===== src/rtl/aes_ram.sv =====
module aes_ram #(
    parameter int unsigned Width = 32,
    parameter int unsigned Depth = 64,
    parameter int unsigned AddrW = 6
) (
    input  logic             i_clk,
    input  logic             i_we,
    input  logic [AddrW-1:0] i_waddr,
    input  logic [Width-1:0] i_wdata,
    input  logic [AddrW-1:0] i_raddr,
    output logic [Width-1:0] o_rdata
);
    logic [Width-1:0] r_mem [Depth];

    always_ff @(posedge i_clk) begin
        if (i_we) begin
            r_mem[i_waddr] <= i_wdata;
        end
        o_rdata <= r_mem[i_raddr];
    end
endmodule


===== config.mk =====
export PLATFORM = sky130hd
export DESIGN_NAME = aes_ram
export DESIGN_NICKNAME = d
export VERILOG_FILES = /design/src/rtl/aes_ram.sv
export SDC_FILE = /design/constraint.sdc
export NUM_CORES = 2
export LEC_CHECK = 0
export ABC_AREA = 1
export BUFFER_PORTS_ARGS = -buffer_cell sky130_fd_sc_hd__buf_2
export CORE_ASPECT_RATIO = 0.8
export CORE_UTILIZATION = 42
export CTS_CLUSTER_SIZE = 25
export DETAILED_ROUTE_END_ITERATION = 12
export PLACE_DENSITY = 0.54
export SLEW_MARGIN = 15
export SYNTH_ARGS = -nofsm -noshare
export SYNTH_HDL_FRONTEND = slang
export SYNTH_SLANG_ARGS = --single-unit

===== constraint.sdc =====
create_clock -name i_clk -period 12.5 [get_ports i_clk]
set_clock_uncertainty 0.05 [all_clocks]
set_input_delay 3.75 -clock i_clk [delete_from_list [all_inputs] [get_ports i_clk]]
set_output_delay 3.75 -clock i_clk [all_outputs]
set_load 0.05 [all_outputs]

---- Word-level counts from Yosys, hierarchy flattened ----
Memories as Yosys holds them, arrays and structs flattened. A register that Yosys moved wholly into a read port is not among the register bits.
Cells that the tools add are included.
cells by class
  mux-type cells .......................... 2
operator list
  kind              number
  1-bit 2-to-1 mux  2
storage, ports and cells
  register bits ........................... 0
  RAM bits ................................ 2,048
  bits of input ports ..................... 46
  output and inout port bits .............. 32
  word-level logic and storage cells ...... 3
  memories kept ........................... 1
memory list
  memory  depth  bits a word  rd ports  clocked after Yosys merged registers in  wr ports  line  text
  r_mem   64     32           1         1                                        1         13    logic [Width-1:0] r_mem [Depth];

---- Longest topological paths before layout ----
  depth after elaboration ................. 2
  depth in mapped cells ................... 13
  depth with buffers taken out ............ 9

---- Worst setup path after synthesis ----
OpenSTA, ideal clock, no wires.
  kind .................................... input port to flip-flop
  from .................................... input port i_we
  to ...................................... memory r_mem[48][0], enable pin
  setup time .............................. 502 ps
  data arrival time ....................... 7,378 ps
  required time ........................... 11,948 ps
  slack ................................... 4,570 ps
  stages on the path ...................... 3
  path buffers ............................ 1
  path through ............................ clkbuf_1 > nand4_1 > nor4_1
on the way
  longest elaborated chain between the ends .. 2
ends and longest elaborated chain
  element                                 line  text
  start: declaration                      7     input logic i_we,
  1-bit 2-to-1 mux                        16    if (i_we) begin
  1-bit 2-to-1 mux (not written as such)  17    r_mem[i_waddr] <= i_wdata;
  end: declaration                        13
No other way between the ends.

==> results.tsv <==
metric	value	unit
CTS H-tree depth	4	
crit-path max FO	95	
minimum hold slack	742	ps
die width	498	um
post-CTS setup buffers	0	
Crit-path slowest cell	buf_4	
PostCTS Resize Cnt	0	
worst setup path category	in2reg	
Layout Nets	6802	
max incr delay on CP	870	ps
DR vias/cell	5.65	
distinct cell type count after synthesis	16	
post-DR wirelength/cell	27.1	um
Post-synth EDFFs	2048	
peak supply drop	0.168	mV
routed wl met3	22.4	mm
Hold-fix buffers, CTS	0	
DRT Pass-1 Iters	6	
CP top delay family	buffers and inverters	
Final Worst Setup Slack	5490	ps
Synth top area share	74.3	%
Buf/Inv on CP	4	
Slew HR	26.5	%
initial drt markers	6945	
CP required	13230	ps
Max-Cap Viols	0	
DRC violations left	0	
Max Freq	143	MHz
WL final	257	mm
Hold Fails Final Rpt	0	
largest area contributor in the netlist	edfxtp_1	
CTS buffer count	203	
CP Cell Sequence	buf_8 -> buf_4 -> buf_4 -> buf_4 -> nand2_1 -> nand3_1 -> nand3_1 -> nand3_1 -> nand3_1 -> nand2_1 -> nand2_1 -> nand2_1	
CTS tree	done	
setup TNS	0	ps
uppermost layer routed	met5	
mapped cell area	82700	um2
Place WS	4660	ps
met2 WL	114	mm
core area	195000	um2
Final Slew Violations	0	
period utilisation layout	56.1	%
FF+latch count, synth	2080	
Clock Tree Root	clkbuf_16	
outcome	finished, final reports clean	
Least-Margin Pin Slew	1100	ps
Synth Warn #	0	
routed vias	53700	
DP Wirelength	129	mm
total power	14.8	mW
die area	199000	um2
RSZ-0062 raised after global routing	no	
first-pass GRT wire length	365	mm
IO Port Bufs	77	
pin count of the biggest net entering global routing	190	
Core Rows	145	
Clock Sinks	2080	
GPL Wtd Cong	0.798	
Syn Nets	6815	
initial antenna violation count	25	
power density cells	160	nW/um2
Final setup viols	0	
Die Ht	399	um
All-Layer GR Usage	25.6	%
min cycle time layout	7010	ps
area growth from synthesis to layout	11.7	%
FFs w/ async S/R, synth	0	%
gr ovfl total	0	
maximum clock path buffer count	3	
fillers	17300	
Syn Inst Count	6769	
register area share after synthesis	75.1	%
share of cells above drive strength 1	8.31	%
nature of the critical path startpoint	input pin	
most frequent cell after synthesis	nand2_1	
most frequent cells after synthesis	2248 x nand2_1, 2048 x edfxtp_1, 1907 x nand3_1, 282 x buf_2, 77 x clkbuf_1	
clk slew on worst S/H paths	60	ps
initial core utilization	42.3	%
metal1 wirelength	116	mm
DRT antenna net count	0	
Worst Setup End Kind	flip-flop	
Worst EP arrival	7740	ps
ranking of synthesized cells by area	edfxtp_1 74%, nand3_1 12%, nand2_1 10%	
vias in the first global route	49500	
Hold Path Class	reg2reg	
Lkg Pwr	32.2	nW
Final Util	47.3	%
I/O pins	78	
Skew-Pair Late Insertion Delay	850	ps
Synth Area per Inst	12.2	um2
top_reg_cell synth	edfxtp_1	
worst paths after layout:
check | endpoint | slack (ps) | depth (start not counted) | from
min reg2reg | o_rdata[27]$_DFF_P_ | 740 | 8 | r_mem[9][27]$_DFFE_PP_
max reg2reg | o_rdata[29]$_DFF_P_ | 10580 | 8 | r_mem[19][29]$_DFFE_PP_
min | o_rdata[27]$_DFF_P_ | 740 | 8 | r_mem[9][27]$_DFFE_PP_
max | o_rdata[27]$_DFF_P_ | 5490 | 12 | i_raddr[0]
area by class of cell:
type / count / area (um2) / area share, %
clock buffers: 278 / 5540 / 5.99
repair buffers: 231 / 1680 / 1.82
inverters: 12 / 82.6 / 0.0894
clock inverters: 102 / 955 / 1.03
multi-input cells: 4228 / 18800 / 20.3
flip-flops and latches: 2080 / 62100 / 67.3
well taps: 2572 / 3220 / 3.48
diodes: 5 / 12.5 / 0.0135
cells by family (layout without fill, tap and decap cells):
group         after synthesis  after routing  synth area share (%)
simple gates             4228           4228                  22.1
buf+inv                   461            623                  2.78
flops                    2080           2080                  75.1
other cells                 0              5                     0
through the flow:
stage | std cells | instance area, um2
6_report | 9508 | 92400
5_1_grt | 9504 | 92400
4_1_cts | 9503 | 92400
3_5_place_dp | 9123 | 85900
3_3_place_gp | 9123 | 85900
2_1_floorplan | 6769 | 82700
tightest hold or removal path: cells and delay by family, from the launching register on:
family | cells | cell delay, ps
flip-flops | 1 | 320
AND/OR/NAND/NOR | 8 | 460
layout by cell type (no fill, tap or decap), types with 3 or more instances in the layout:
master      Yosys  routed
edfxtp_1     2048    2048
diode_2         0       5
clkinvlp_4      0       4
clkinv_8        0       3
nand4_1         9       9
clkinv_1        0      43
clkbuf_8        0      11
buf_2         282      72
inv_16          0       5
inv_6           0       6
inv_1           9       7
nand3_1      1907    1907
dfxtp_1        32      32
clkbuf_16       0     206
clkinv_2        0      29
nor2_4          0      56
clkbuf_1       77      61
nor4_2          0       8
buf_4          45     147
bufinv_16       0      15
buf_12          0       8
nand2_1      2248    2248
buf_8           2       3
sequential cells by signal, indices dropped and copies added (netlist names):
register and flops:
o_rdata 32, r_mem 2048
report_power, final:
part	switching, mW	internal [mW]	leakage, nW
combinational	0.750	0.200	10.3
sequential	0.0412	7.72	18.7
clock	2.67	3.41	3.16
layer usage:
| layer | vias up | GRT usage, % |
|---|---|---|
| li1 | 24100 | - |
| met1 | 26900 | 39.1 |
| met3 | 307 | 4.22 |
| met4 | 2 | 5.51 |
| met5 | - | 0 |
| met2 | 2347 | 38.2 |
Note: power is estimated with default switching activity, not from simulation.
